<file path="src/hw/rtl/bsit_pkg.sv">
// Shared types and constants for the binned sorted insert table.
// Holds result codes, opcodes, the controller state type and the
// command and status structs that join the controller and the datapath.
`timescale 1ns / 1ps
`default_nettype none

package bsit_pkg;

    // Fixed field widths of one transaction.
    localparam int MONTH_W = 4;
    localparam int DAY_W   = 5;
    localparam int HOUR_W  = 5;
    localparam int TAG_W   = 16;
    localparam int KEY_W   = DAY_W + HOUR_W;
    localparam int ENTRY_W = KEY_W + TAG_W;

    typedef logic [2:0] t_code;

    // Result status codes.
    localparam t_code ST_INSERTED  = 3'd0;
    localparam t_code ST_DUPLICATE = 3'd1;
    localparam t_code ST_FULL      = 3'd2;
    localparam t_code ST_LISTED    = 3'd3;
    localparam t_code ST_EMPTY     = 3'd4;

    // Opcodes.
    localparam logic OP_INSERT = 1'b0;
    localparam logic OP_LIST   = 1'b1;

    typedef enum logic [3:0] {
        S_IDLE,
        S_DISPATCH,
        S_SCAN_RD,
        S_SCAN_CMP,
        S_PLACE,
        S_SHIFT_RD,
        S_SHIFT_WR,
        S_WRITE,
        S_RESP,
        S_LIST_RD,
        S_LIST_OUT
    } t_state;

    // Commands from the controller to the datapath.
    typedef struct packed {
        logic  ready;       // input channel may take a transaction
        logic  load;        // latch the accepted transaction
        logic  inc_idx;     // advance the scan or list index
        logic  rd_idx;      // read the slot at the index
        logic  rd_prev;     // read the slot just below the shift pointer
        logic  wr_shift;    // write read data one slot up
        logic  dec_ptr;     // step the shift pointer down
        logic  wr_new;      // store the new entry and bump the bin count
        logic  set_code;    // latch a result code
        t_code code;
        logic  push_code;   // send the latched code as a single result
        logic  push_entry;  // send the read entry as a listed result
    } t_cmd;

    // Status from the datapath to the controller.
    typedef struct packed {
        logic is_list;
        logic month_ok;
        logic cnt_zero;
        logic scan_end;
        logic key_ge;
        logic key_eq;
        logic full;
        logic shift_end;
        logic list_last;
        logic out_free;
    } t_sts;

endpackage

`default_nettype wire

</file>
<file path="src/hw/rtl/bsit_ctrl.sv">
// Controller state machine of the binned sorted insert table.
// Depends on bsit_pkg for the state type and the command and status structs.
`timescale 1ns / 1ps
`default_nettype none

module bsit_ctrl (
    input  wire logic          i_clk,
    input  wire logic          i_rst_n,
    input  wire logic          i_valid,
    input  bsit_pkg::t_sts     i_sts,
    output bsit_pkg::t_cmd     o_cmd
);
    import bsit_pkg::*;

    t_state r_state;
    t_state n_state;

    // State register.
    always_ff @(posedge i_clk) begin
        if (!i_rst_n) begin
            r_state <= S_IDLE;
        end else begin
            r_state <= n_state;
        end
    end

    // Next state.
    always_comb begin
        n_state = r_state;
        case (r_state)
            S_IDLE: begin
                if (i_valid) n_state = S_DISPATCH;
            end
            S_DISPATCH: begin
                if (!i_sts.is_list) begin
                    n_state = i_sts.month_ok ? S_SCAN_RD : S_RESP;
                end else begin
                    n_state = (!i_sts.month_ok || i_sts.cnt_zero) ? S_RESP : S_LIST_RD;
                end
            end
            S_SCAN_RD: begin
                n_state = i_sts.scan_end ? S_PLACE : S_SCAN_CMP;
            end
            S_SCAN_CMP: begin
                if (i_sts.key_ge) begin
                    n_state = i_sts.key_eq ? S_RESP : S_PLACE;
                end else begin
                    n_state = S_SCAN_RD;
                end
            end
            S_PLACE: begin
                n_state = i_sts.full ? S_RESP : S_SHIFT_RD;
            end
            S_SHIFT_RD: begin
                n_state = i_sts.shift_end ? S_WRITE : S_SHIFT_WR;
            end
            S_SHIFT_WR: n_state = S_SHIFT_RD;
            S_WRITE:    n_state = S_RESP;
            S_RESP: begin
                if (i_sts.out_free) n_state = S_IDLE;
            end
            S_LIST_RD:  n_state = S_LIST_OUT;
            S_LIST_OUT: begin
                if (i_sts.out_free) n_state = i_sts.list_last ? S_IDLE : S_LIST_RD;
            end
            default:    n_state = S_IDLE;
        endcase
    end

    // Command outputs.
    always_comb begin
        o_cmd = '0;
        o_cmd.code = ST_INSERTED;
        case (r_state)
            S_IDLE: begin
                o_cmd.ready = 1'b1;
                o_cmd.load  = i_valid;
            end
            S_DISPATCH: begin
                o_cmd.set_code = 1'b1;
                o_cmd.code     = i_sts.is_list ? ST_EMPTY : ST_FULL;
            end
            S_SCAN_RD: begin
                o_cmd.rd_idx = !i_sts.scan_end;
            end
            S_SCAN_CMP: begin
                o_cmd.inc_idx  = !i_sts.key_ge;
                o_cmd.set_code = i_sts.key_ge && i_sts.key_eq;
                o_cmd.code     = ST_DUPLICATE;
            end
            S_PLACE: begin
                // Full code was latched at dispatch; nothing to do here.
                o_cmd.code = ST_FULL;
            end
            S_SHIFT_RD: begin
                o_cmd.rd_prev = !i_sts.shift_end;
            end
            S_SHIFT_WR: begin
                o_cmd.wr_shift = 1'b1;
                o_cmd.dec_ptr  = 1'b1;
            end
            S_WRITE: begin
                o_cmd.wr_new   = 1'b1;
                o_cmd.set_code = 1'b1;
                o_cmd.code     = ST_INSERTED;
            end
            S_RESP: begin
                o_cmd.push_code = i_sts.out_free;
            end
            S_LIST_RD: begin
                o_cmd.rd_idx = 1'b1;
            end
            S_LIST_OUT: begin
                o_cmd.push_entry = i_sts.out_free;
                o_cmd.inc_idx    = i_sts.out_free;
                o_cmd.code       = ST_LISTED;
            end
            default: begin
                o_cmd = '0;
            end
        endcase
    end

endmodule

`default_nettype wire

</file>
<file path="config.mk">
export PLATFORM = sky130hd
export DESIGN_NAME = bsit_ctrl
export DESIGN_NICKNAME = d
export VERILOG_FILES = /design/src/hw/rtl/bsit_pkg.sv /design/src/hw/rtl/bsit_ctrl.sv
export SDC_FILE = /design/constraint.sdc
export NUM_CORES = 1
export LEC_CHECK = 0
export ABC_AREA = 1
export BUFFER_PORTS_ARGS = -buffer_cell sky130_fd_sc_hd__buf_2
export CORE_AREA = 10 10 47 49
export CTS_CLUSTER_SIZE = 14
export DETAILED_ROUTE_END_ITERATION = 6
export DIE_AREA = 0 0 57 59
export PLACE_DENSITY = 0.71
export RECOVER_POWER = 100
export SETUP_SLACK_MARGIN = 0.4
export SLEW_MARGIN = 20
export SYNTH_ARGS = -nofsm -noshare
export SYNTH_HDL_FRONTEND = slang
export SYNTH_SLANG_ARGS = --single-unit
</file>
<file path="constraint.sdc">
create_clock -name i_clk -period 2.3 [get_ports i_clk]
set_input_delay 0.345 -clock i_clk [delete_from_list [all_inputs] [get_ports i_clk]]
set_output_delay 0.345 -clock i_clk [all_outputs]
set_load 0.02 [all_outputs]
</file>
# After elaboration in Yosys (flattened, before gate mapping)
# Index checks and enable logic that the tools add are counted.
dict set report op_classes {
  n_eq_ne 13
  n_mux 24
  reduce_logical 9
}
# cell n
set op_table {}
lappend op_table {{$pmux 4 s11} 1}
lappend op_table {{$mux 4} 9}
lappend op_table {{$eq 4x3->1 const B} 4}
lappend op_table {{$eq 4x4->1 const B} 3}
lappend op_table {{$pmux 3 s4} 1}
lappend op_table {{$eq 4x2->1 const B} 2}
lappend op_table {{$mux 1} 6}
lappend op_table {{$mux 3} 2}
lappend op_table {{$ne 2x2->1 const B} 3}
lappend op_table {{$pmux 1 s2} 3}
lappend op_table {{$eq 4x1->1 const B} 1}
lappend op_table {{$logic_not 1->1} 4}
lappend op_table {{$logic_not 4->1} 1}
lappend op_table {{$mux 2} 2}
lappend op_table {{$reduce_and 3->1} 1}
lappend op_table {{$reduce_or 2->1} 1}
lappend op_table {{$logic_and 1x1->1} 1}
lappend op_table {{$logic_or 1x1->1} 1}
dict set report totals {
  reg_bits 4
  inputBits 13
  output_inout_bits 14
  elab_cells 47
}

# Logic depth before layout (Yosys ltp)
# Gate-level depths: netlist of run 1.
dict set report depth {
  word_depth 5
  ltp_mapped 9
  mapped_depth_nobuf 9
}

# Worst setup path after synthesis of run 1
# Ideal clock, no wire load.
dict set report synth_timing {
  kind {reg-to-output}
  startpoint {register r_state[1]}
  endpoint {output o_cmd[11] (netlist name)}
  t_arrival_ns 1.303
  t_required_ns 1.955
  setup_slack_ns 0.652
  path_stages_with_launch 7
  path_buffers 0
  cell_sequence {dfxtp_1 > inv_2 > nor2_1 > inv_1 > nor2_1 > inv_1 > o21ai_0}
}
# element line
set synth_rtl {}
lappend synth_rtl {{start, declared} bsit_ctrl.sv:15} ;# t_state r_state;
lappend synth_rtl {{start signal, assigned} bsit_ctrl.sv:23} ;# r_state <= n_state;
lappend synth_rtl {{end, declared} bsit_ctrl.sv:11} ;# output bsit_pkg::t_cmd o_cmd

==> results.sh, run 1 <==
export IMPL_design_die_area_um2=3360
export IMPL_compound_gate_portion_of_the_synthesized_area_pct=10.8
export IMPL_endpoint_kind="output port"
export IMPL_number_of_antenna_violations_at_the_first_check_in_global_routing=0
export IMPL_crit_buf_inv=4
export IMPL_buffer_levels_on_the_longest_clock_path=2
export IMPL_remaining_antenna_violation_count=0
export IMPL_floorplan_initialDensity_pct=33.9
export IMPL_wl_per_cell_um=10.9
export IMPL_die_w_um=57
export IMPL_post_synth_xor_area_fraction_pct=0
export IMPL_layout_worst_path_cycle_share_pct=79.1
export IMPL_largest_register_ffs=4
export IMPL_synth_seq_cells=4
export IMPL_grt_met2_usage_pct=15.0
export IMPL_most_flop_heavy_register="r_state"
export IMPL_cts_htree_levels=1
export IMPL_final_cell_mix="sky130_fd_sc_hd__inv_1, sky130_fd_sc_hd__nand2_1, sky130_fd_sc_hd__nor2_1, sky130_fd_sc_hd__buf_2, sky130_fd_sc_hd__clkbuf_1"
export IMPL_syn_area_um2=475
export IMPL_hold_viol_final=0
export IMPL_finClkSkew_ns=0.00515
export IMPL_grt_pass1_wl_um=2640
export IMPL_insertion_delay_ns=0.24
export IMPL_groute_layer_met3_usage_pct=4.08
export IMPL_postSynthNetCount=110
export IMPL_ys_warn_count=0
export IMPL_syn_avg_cell_area_um2=4.90
export IMPL_finish_utilization_pct=45.4
export IMPL_max_cap_violations=0
export IMPL_first_pass_iters=4
export IMPL_timing_critical_path_from_type="register"
export IMPL_mostFrequentLayoutCell="sky130_fd_sc_hd__inv_1"
export IMPL_row_count=14
export IMPL_reg_top3="r_state x4"
export IMPL_outcome="finished clean"
export IMPL_power_density_nw_per_um2=892
export IMPL_synth_sequential_area_ratio_pct=16.8
export IMPL_post_synth_and_or_nand_nor_area_fraction_pct=50.3
export IMPL_combinational_family_with_the_most_area_after_synthesis="simple AND/OR/NAND/NOR gates"
export IMPL_first_iter_violations=22
export IMPL_placement_io_buffers=26
export IMPL_grt_setup_unrepaired="false"
export IMPL_cts_tree="yes"
export IMPL_critical_path_top_delay_family="buffers and inverters"
export IMPL_synth_lib_cells_used_distinct=17
export IMPL_post_synth_top_area_cell="sky130_fd_sc_hd__inv_1"
export IMPL_total_setup_violations_reported_at_the_end_of_the_flow=0
export IMPL_relSlewSlack_pct=81.8
export IMPL_crit_path_max_fanout=4
export IMPL_die_y_um=59
export IMPL_number_of_post_cts_setup_repair_buffers=0
export IMPL_core_region_area_um2=1400
export IMPL_cpMostUsedCell="sky130_fd_sc_hd__inv_1"
export IMPL_cts_root_buf="sky130_fd_sc_hd__clkbuf_4"
export IMPL_route_final_wire_length_um=1540
export IMPL_ioPinCount=27
export IMPL_cts_hold_buffers=0
export IMPL_final_layout_size_suffix_gt1_share_pct=16.8
export IMPL_achievable_frequency_mhz=550
export IMPL_timing_critical_path_required_ns=1.96
export IMPL_final_max_slew_viol_count=0
export IMPL_tightest_slew_ns=0.272
export IMPL_nets=140
export IMPL_first_global_vias=663
export IMPL_groute_usage_overall_pct=9.25
export IMPL_synth_area_leaders="sky130_fd_sc_hd__inv_1, sky130_fd_sc_hd__nand2_1, sky130_fd_sc_hd__dfxtp_1"
export IMPL_area_growth_synth_to_final_pct=33.9
export IMPL_num_vias=685
export IMPL_antenna_cells_inserted=0
export IMPL_cts_num_sinks=4
export IMPL_dp_final_hpwl_um=1330
export IMPL_clkSlewWorstSetupHoldPaths_ns=0.04
export IMPL_synthesis_instances=97
export IMPL_hold_class="input port to register"
export IMPL_detail_route_drc_violations=0
export IMPL_worst_ir_drop_vdd_uv=507
export IMPL_post_synth_mux_area_share_pct=0
export IMPL_grt_use_met1_pct=10.9
export IMPL_cp_cell_sequence="inv_2 -> nor2_4 -> inv_1 -> nor2_1 -> inv_1 -> o21ai_0 -> clkbuf_1"
export IMPL_fill_cells=173
export IMPL_final_setup_tns_ns=0
export IMPL_grt_start_max_net_pins=6
export IMPL_vias_per_cell=4.86
export IMPL_cp_slowest_stage_delay_ns=0.37
export IMPL_critPathArrivalTime_ns=1.47
export IMPL_timing_critical_path_slowest_stage_cell="sky130_fd_sc_hd__dfxtp_1"
export IMPL_final_period_minus_worst_setup_slack_ns=1.82
export IMPL_synth_adder_area_share_pct=0
export IMPL_p_leak_nw=0.372
export IMPL_place_gp_congestion=0.863
export IMPL_grt_remaining_overflow=0
export IMPL_cts_resized=0
export IMPL_numCtsBuffers=3
export IMPL_critPathKind="register to output port"
export IMPL_yosys_area_top_type_share_pct=18.9
export IMPL_grt_most_used_layer="met2"
==> kinds of logic (layout without fill, tap and decap cells) <==
family | count (synthesis) | after routing
AOI/OAI and AO/OA | 9 | 9
buffers and inverters | 27 | 55
DFF | 4 | 4
and+or+nand+nor | 57 | 57
==> cell type report <==
type	instances	area [µm²]	area share, %
inverter	26	97.6	15.3
multi-input combinational	66	303	47.5
sequential	4	80.1	12.6
timing repair buffer	26	114	17.9
clock buffer	3	22.5	3.54
tap	16	20.0	3.14
==> power by group <==
part | switching [W] | total [W] | leakage, nW | internal [W]
Clock | 0.0000284 | 0.0000868 | 0.0138 | 0.0000583
Combinational | 0.000262 | 0.000370 | 0.326 | 0.000107
Sequential | 0.0000230 | 0.000112 | 0.0326 | 0.0000890
Total | 0.000314 | 0.000568 | 0.372 | 0.000254
==> path summary, 6_finish.rpt <==
kind	from	end	slack [ns]	cells past startpoint
setup reg to reg	r_state[0]	r_state[0]	1.00	8
hold / removal	i_rst_n	r_state[1]	0.36	3
setup / recovery	r_state[3]	o_cmd[11]	0.48	7
hold reg to reg	r_state[3]	r_state[0]	0.61	3
==> through the flow <==
step	setup WS, ns	std cells	cell area, µm²	hold WS [ns]	power [W]
final	0.481	141	637	0.361	0.000568
after global routing	0.325	141	637	0.368	0.000634
after CTS	0.446	141	641	0.336	0.000577
after detailed placement	0.718	138	618	0.582	0.000485
after global placement	0.758	138	618	0.570	0.000487
after floorplan	0.652	97	475	0.449	0.000373
==> routing by layer <==
metal  part of all wire, %  vias up
li1                      -      351
met1                    48      298
met2                    46       36
met3                   6.6        0
met4                     0        0
met5                     0        -
==> tightest hold or removal path, delay by kind of cell <==
kind | cells | cell delay, ns
compound gates | 1 | 0.08
buf+inv | 2 | 0.14
==> synthesized netlist by cell type <==
cell type,count
sky130_fd_sc_hd__nor3_1,1
sky130_fd_sc_hd__nor2_1,20
sky130_fd_sc_hd__a41oi_1,1
sky130_fd_sc_hd__nand2_2,1
sky130_fd_sc_hd__buf_4,1
sky130_fd_sc_hd__nand2_1,22
sky130_fd_sc_hd__inv_1,24
sky130_fd_sc_hd__a21oi_1,1
sky130_fd_sc_hd__dfxtp_1,4
sky130_fd_sc_hd__o21ai_0,5
sky130_fd_sc_hd__o21ai_1,1
sky130_fd_sc_hd__nand3b_1,1
sky130_fd_sc_hd__inv_2,2
sky130_fd_sc_hd__o211ai_1,1
sky130_fd_sc_hd__nand3_1,10
sky130_fd_sc_hd__nor2_2,1
sky130_fd_sc_hd__nand4_1,1
Note: power is estimated with default switching activity, not from simulation.
==> run 2: changes to the inputs <==
PLACE_DENSITY = 0.74   (was 0.71)
clock period = 1.6 ns   (was 2.3 ns; I/O delays follow)
==> run 2 against run 1 <==
Combinational power grew to 2.5 times the previous value. Via count is 7.6% higher. Worst setup slack worse by 0.43 ns. Power is 120% higher. Clock power is 54% higher. First-iteration DRC count is 50% lower. Sequential share of layout area is 2.3 points lower. Hold slack worse by 0.14 ns. Critical endpoint is now o_cmd[12]. Highest routed layer is now met4.
==> results.sh, run 2 (synthesis results as in run 1) <==
export IMPL_timing_critical_path_required_ns=1.36
export IMPL_timing_critical_path_from_type="register"
export IMPL_pre_cts_ws_ns=0.188
export IMPL_insertion_delay_ns=0.25
export IMPL_route_final_wire_length_um=2030
export IMPL_outcome="finished clean"
export IMPL_antenna_cells_inserted=0
export IMPL_hold_ws_ns=0.221
export IMPL_max_cap_violations=0
export IMPL_p_leak_nw=0.484
export IMPL_grt_pass1_wl_um=3220
export IMPL_cts_num_sinks=4
export IMPL_finClkSkew_ns=0.00911
export IMPL_design_die_area_um2=3360
export IMPL_hold_class="input port to register"
export IMPL_relSlewSlack_pct=82.8
export IMPL_first_pass_iters=4
export IMPL_grt_setup_unrepaired="true"
export IMPL_dp_final_hpwl_um=1430
export IMPL_final_period_minus_worst_setup_slack_ns=1.55
export IMPL_num_vias=737
export IMPL_crit_path_start="r_state[1]"
export IMPL_most_flop_heavy_register="r_state"
export IMPL_reg2reg_depth=9
export IMPL_floorplan_initialDensity_pct=33.9
export IMPL_cts_root_buf="sky130_fd_sc_hd__clkbuf_4"
export IMPL_row_count=14
export IMPL_area_growth_synth_to_final_pct=89.7
export IMPL_detail_route_drc_violations=0
export IMPL_clkSlewWorstSetupHoldPaths_ns=0.04
export IMPL_groute_usage_overall_pct=11.6
export IMPL_setup_ws_ns=0.0545
export IMPL_cts_tree="yes"
export IMPL_critPathKind="register to output port"
export IMPL_numCtsBuffers=3
export IMPL_buffer_levels_on_the_longest_clock_path=2
export IMPL_total_setup_violations_reported_at_the_end_of_the_flow=0
export IMPL_wl_per_cell_um=13.7
export IMPL_ioPinCount=27
export IMPL_place_inst=138
export IMPL_grt_start_max_net_pins=6
export IMPL_die_y_um=59
export IMPL_stdcell_area_um2=902
export IMPL_nets=147
export IMPL_critPathArrivalTime_ns=1.31
export IMPL_achievable_frequency_mhz=647
export IMPL_final_layout_size_suffix_gt1_share_pct=56.8
export IMPL_hold_path_startpoint="i_rst_n"
export IMPL_crit_path_max_fanout=4
export IMPL_layout_worst_path_cycle_share_pct=96.6
export IMPL_vias_per_cell=4.98
export IMPL_grt_remaining_overflow=0
export IMPL_first_global_vias=757
export IMPL_place_gp_congestion=0.838
export IMPL_power_density_nw_per_um2=1400
export IMPL_core_region_area_um2=1400
export IMPL_first_iter_violations=11
export IMPL_final_cell_mix="sky130_fd_sc_hd__inv_1, sky130_fd_sc_hd__nand2_1, sky130_fd_sc_hd__buf_2, sky130_fd_sc_hd__nor2_4, sky130_fd_sc_hd__nand3_1"
export IMPL_cts_hold_buffers=0
export IMPL_final_max_slew_viol_count=0
export IMPL_worst_ir_drop_vdd_uv=645
export IMPL_worst_hold_path_num_cells=3
export IMPL_post_dp_cell_area_um2=668
export IMPL_endpoint_kind="output port"
export IMPL_largest_register_ffs=4
export IMPL_number_of_antenna_violations_at_the_first_check_in_global_routing=0
export IMPL_final_setup_tns_ns=0
export IMPL_reg_top3="r_state x4"
export IMPL_post_layout_nonfiller_instances=148
export IMPL_hold_viol_final=0
export IMPL_timing_rr_start="r_state[1]"
export IMPL_placement_io_buffers=26
export IMPL_cts_htree_levels=1
export IMPL_die_w_um=57
export IMPL_tightest_slew_ns=0.259
export IMPL_remaining_antenna_violation_count=0
run 2: where the power goes:
group	internal (W)	leakage (nW)	switching [W]	total, W
combinational	0.000381	0.435	0.000548	0.000929
sequential	0.000140	0.0353	0.0000580	0.000198
clock	0.0000845	0.0138	0.0000499	0.000134
run 2: worst max-delay path: stages, from the launching register on:
cell	delay (ns)
sky130_fd_sc_hd__dfxtp_4	0.36
sky130_fd_sc_hd__inv_6	0.07
sky130_fd_sc_hd__buf_4	0.11
sky130_fd_sc_hd__nand2_4	0.06
sky130_fd_sc_hd__nor2_2	0.18
sky130_fd_sc_hd__inv_2	0.09
sky130_fd_sc_hd__nor2_4	0.08
sky130_fd_sc_hd__buf_6	0.12
run 2: stage by stage:
stage | power, W | util [%]
6_report | 0.00126 | 64.4
3_3_place_gp | 0.000759 | 47.7
3_5_place_dp | 0.000764 | 47.7
2_1_floorplan | 0.000595 | -
4_1_cts | 0.00114 | 60.8
5_1_grt | 0.00135 | 64.4
run 2: worst paths after layout:
path         slack, ns    endpoint
min reg2reg       0.70  r_state[3]
max               0.05   o_cmd[12]
max reg2reg       0.34  r_state[3]
min               0.22  r_state[1]
run 2: cell type report:
| cell class | instances | area (µm²) |
|---|---|---|
| clock buffers | 3 | 22.5 |
| fillers | 130 | 499 |
| inverters | 26 | 113 |
| multi-input cells | 66 | 428 |
| flip-flops and latches | 4 | 92.6 |
| well taps | 16 | 20.0 |
| repair buffers | 33 | 226 |
run 2: metal layers:
metal | share of wire [%] | track usage [%]
met5 | 0 | 0
met3 | 8.1 | 5.36
met1 | 41 | 12.5
met4 | 2.4 | 6.04
met2 | 49 | 18.8
run 2: timing repair:
action | in CTS | in global routing
pin swaps | 10 | 9
gates cloned | 0 | 0
resized for setup | 51 | 17
buffers inserted | 3 | 4
setup endpoints to repair | 17 | 17
hold endpoints to repair | 0 | 0
==> run 3: changes to the inputs <==
BUFFER_PORTS_ARGS = -buffer_cell sky130_fd_sc_hd__clkbuf_2   (was -buffer_cell sky130_fd_sc_hd__buf_2)
==> run 3 against run 2 <==
Register-to-register slack got worse by 0.04 ns. Hold slack worse by 0.0059 ns. Global-route usage shrank 1.9 points. Non-clock buffer count up 2. Core utilization increased by 3.0 points. Clock-buffer cell count unchanged. Critical path depth unchanged. Clock power about the same. Clock skew rose by 0.0021 ns. Maximum frequency about the same. Routed wire length is 0.54% higher. Critical path type unchanged. Largest power group unchanged. Highest routed layer unchanged.
==> results.sh, run 3 (synthesis results as in run 1) <==
export IMPL_grt_pass1_wl_um=2780
export IMPL_num_vias=726
export IMPL_insertion_delay_ns=0.25
export IMPL_first_iter_violations=19
export IMPL_power_density_nw_per_um2=1380
export IMPL_hold_ws_ns=0.216
export IMPL_area_growth_synth_to_final_pct=98.7
export IMPL_max_cap_violations=0
export IMPL_design_die_area_um2=3360
export IMPL_worst_hold_path_num_cells=3
export IMPL_tightest_slew_ns=0.248
export IMPL_timing_rr_start="r_state[1]"
export IMPL_layout_worst_path_cycle_share_pct=96.5
export IMPL_grt_setup_unrepaired="true"
export IMPL_grt_remaining_overflow=0
export IMPL_outcome="finished clean"
export IMPL_groute_usage_overall_pct=9.77
export IMPL_critPathKind="register to output port"
export IMPL_cts_root_buf="sky130_fd_sc_hd__clkbuf_4"
export IMPL_final_setup_tns_ns=0
export IMPL_wl_per_cell_um=13.6
export IMPL_route_final_wire_length_um=2050
export IMPL_antenna_cells_inserted=0
export IMPL_final_period_minus_worst_setup_slack_ns=1.54
export IMPL_place_gp_congestion=0.893
export IMPL_clkSlewWorstSetupHoldPaths_ns=0.05
export IMPL_achievable_frequency_mhz=647
export IMPL_stdcell_area_um2=945
export IMPL_post_dp_cell_area_um2=668
export IMPL_cts_tree="yes"
export IMPL_remaining_antenna_violation_count=0
export IMPL_row_count=14
export IMPL_buffer_levels_on_the_longest_clock_path=2
export IMPL_timing_critical_path_required_ns=1.36
export IMPL_reg2reg_setup_slack_ns=0.30
export IMPL_cts_htree_levels=1
export IMPL_floorplan_initialDensity_pct=33.9
export IMPL_die_w_um=57
export IMPL_most_flop_heavy_register="r_state"
export IMPL_numCtsBuffers=3
export IMPL_crit_path_max_fanout=4
export IMPL_vias_per_cell=4.84
export IMPL_fill_cells=118
export IMPL_cts_hold_buffers=0
export IMPL_p_leak_nw=0.509
export IMPL_largest_register_ffs=4
export IMPL_final_cell_mix="sky130_fd_sc_hd__nand2_1, sky130_fd_sc_hd__clkbuf_2, sky130_fd_sc_hd__inv_1, sky130_fd_sc_hd__nor2_4, sky130_fd_sc_hd__nor2_1"
export IMPL_finClkSkew_ns=0.0112
export IMPL_final_max_slew_viol_count=0
export IMPL_number_of_antenna_violations_at_the_first_check_in_global_routing=0
export IMPL_first_pass_iters=4
export IMPL_hold_path_startpoint="i_rst_n"
export IMPL_dp_final_hpwl_um=1380
export IMPL_grt_start_max_net_pins=6
export IMPL_detail_route_drc_violations=0
export IMPL_timing_critical_path_from_type="register"
export IMPL_hold_path_end="r_state[1]"
export IMPL_placement_io_buffers=26
export IMPL_nets=149
export IMPL_relSlewSlack_pct=83.4
export IMPL_first_global_vias=664
export IMPL_final_layout_size_suffix_gt1_share_pct=57.5
export IMPL_die_y_um=59
export IMPL_hold_class="input port to register"
export IMPL_critPathArrivalTime_ns=1.30
export IMPL_core_region_area_um2=1400
export IMPL_hold_viol_final=0
export IMPL_reg_top3="r_state x4"
export IMPL_mostFrequentLayoutCell="sky130_fd_sc_hd__nand2_1"
export IMPL_rr_endpoint="r_state[3]"
export IMPL_reg2reg_depth=9
export IMPL_cts_num_sinks=4
export IMPL_endpoint_kind="output port"
export IMPL_ioPinCount=27
export IMPL_worst_ir_drop_vdd_uv=682
export IMPL_total_setup_violations_reported_at_the_end_of_the_flow=0
[run 3: cell count changes in the layout (fill, tap and decap cells not counted), moves of 3 or more]
cell	previous run	this run
sky130_fd_sc_hd__buf_2	12	1
sky130_fd_sc_hd__clkbuf_2	4	17
sky130_fd_sc_hd__clkbuf_8	0	3
sky130_fd_sc_hd__nand2_1	16	19
sky130_fd_sc_hd__nand2_2	4	1
[run 3: layer usage]
metal / global-route usage (%) / vias to the layer above / part of all wire, %
li1: - / 372 / -
met2: 18.1 / 33 / 50
met1: 10.3 / 317 / 40
met5: 0 / - / 0
met3: 2.79 / 4 / 8.7
met4: 3.02 / 0 / 1.7
[run 3: how the worst max path moves through the flow]
stage                     startpoint        end  slack, ns
after floorplan           r_state[1]  o_cmd[11]       0.34
after global placement    r_state[3]  o_cmd[11]       0.21
after detailed placement  r_state[3]  o_cmd[11]       0.20
after CTS                 r_state[3]  o_cmd[11]       0.09
after global routing      r_state[0]   o_cmd[9]      0.004
final                     r_state[1]  o_cmd[11]       0.06
[run 3: area by class of cell]
cell class | instances | area, µm² | share of cell area, %
Tap cell | 16 | 20.0 | 2.12
Timing Repair Buffer | 35 | 270 | 28.6
Sequential cell | 4 | 95.1 | 10.1
Clock buffer | 3 | 22.5 | 2.38
Multi-Input combinational cell | 66 | 424 | 44.9
Inverter | 26 | 113 | 11.9
[run 3: repair_timing]
item | 4_1_cts | 5_1_grt
resized for setup | 41 | 36
setup buffers | 3 | 6
pin swaps | 7 | 9
endpoints found under the setup margin | 17 | 17
[run 3: metrics by stage]
stage	total power, W	utilization (%)	worst slack, ns	instances
final	0.00130	67.4	0.0555	150
after global routing	0.00139	67.4	0.00353	150
after CTS	0.00109	59.6	0.0930	144
after detailed placement	0.000764	47.7	0.199	138
after global placement	0.000761	47.7	0.205	138
after floorplan	0.000595	-	0.342	97
[run 3: worst max-delay path, stage by stage, from the launching register on]
cell                      delay [ns]
sky130_fd_sc_hd__dfxtp_4        0.37
sky130_fd_sc_hd__inv_4          0.05
sky130_fd_sc_hd__nor2_4         0.11
sky130_fd_sc_hd__inv_2          0.06
sky130_fd_sc_hd__nor2_4         0.14
sky130_fd_sc_hd__inv_4          0.06
sky130_fd_sc_hd__o21ai_2        0.10
sky130_fd_sc_hd__buf_2          0.17
[run 3: power by group]
part           total, W  switching, W  internal (W)  leakage [nW]
logic          0.000969      0.000554      0.000414         0.460
registers      0.000195     0.0000530      0.000142        0.0356
clock network  0.000135     0.0000508     0.0000846        0.0138
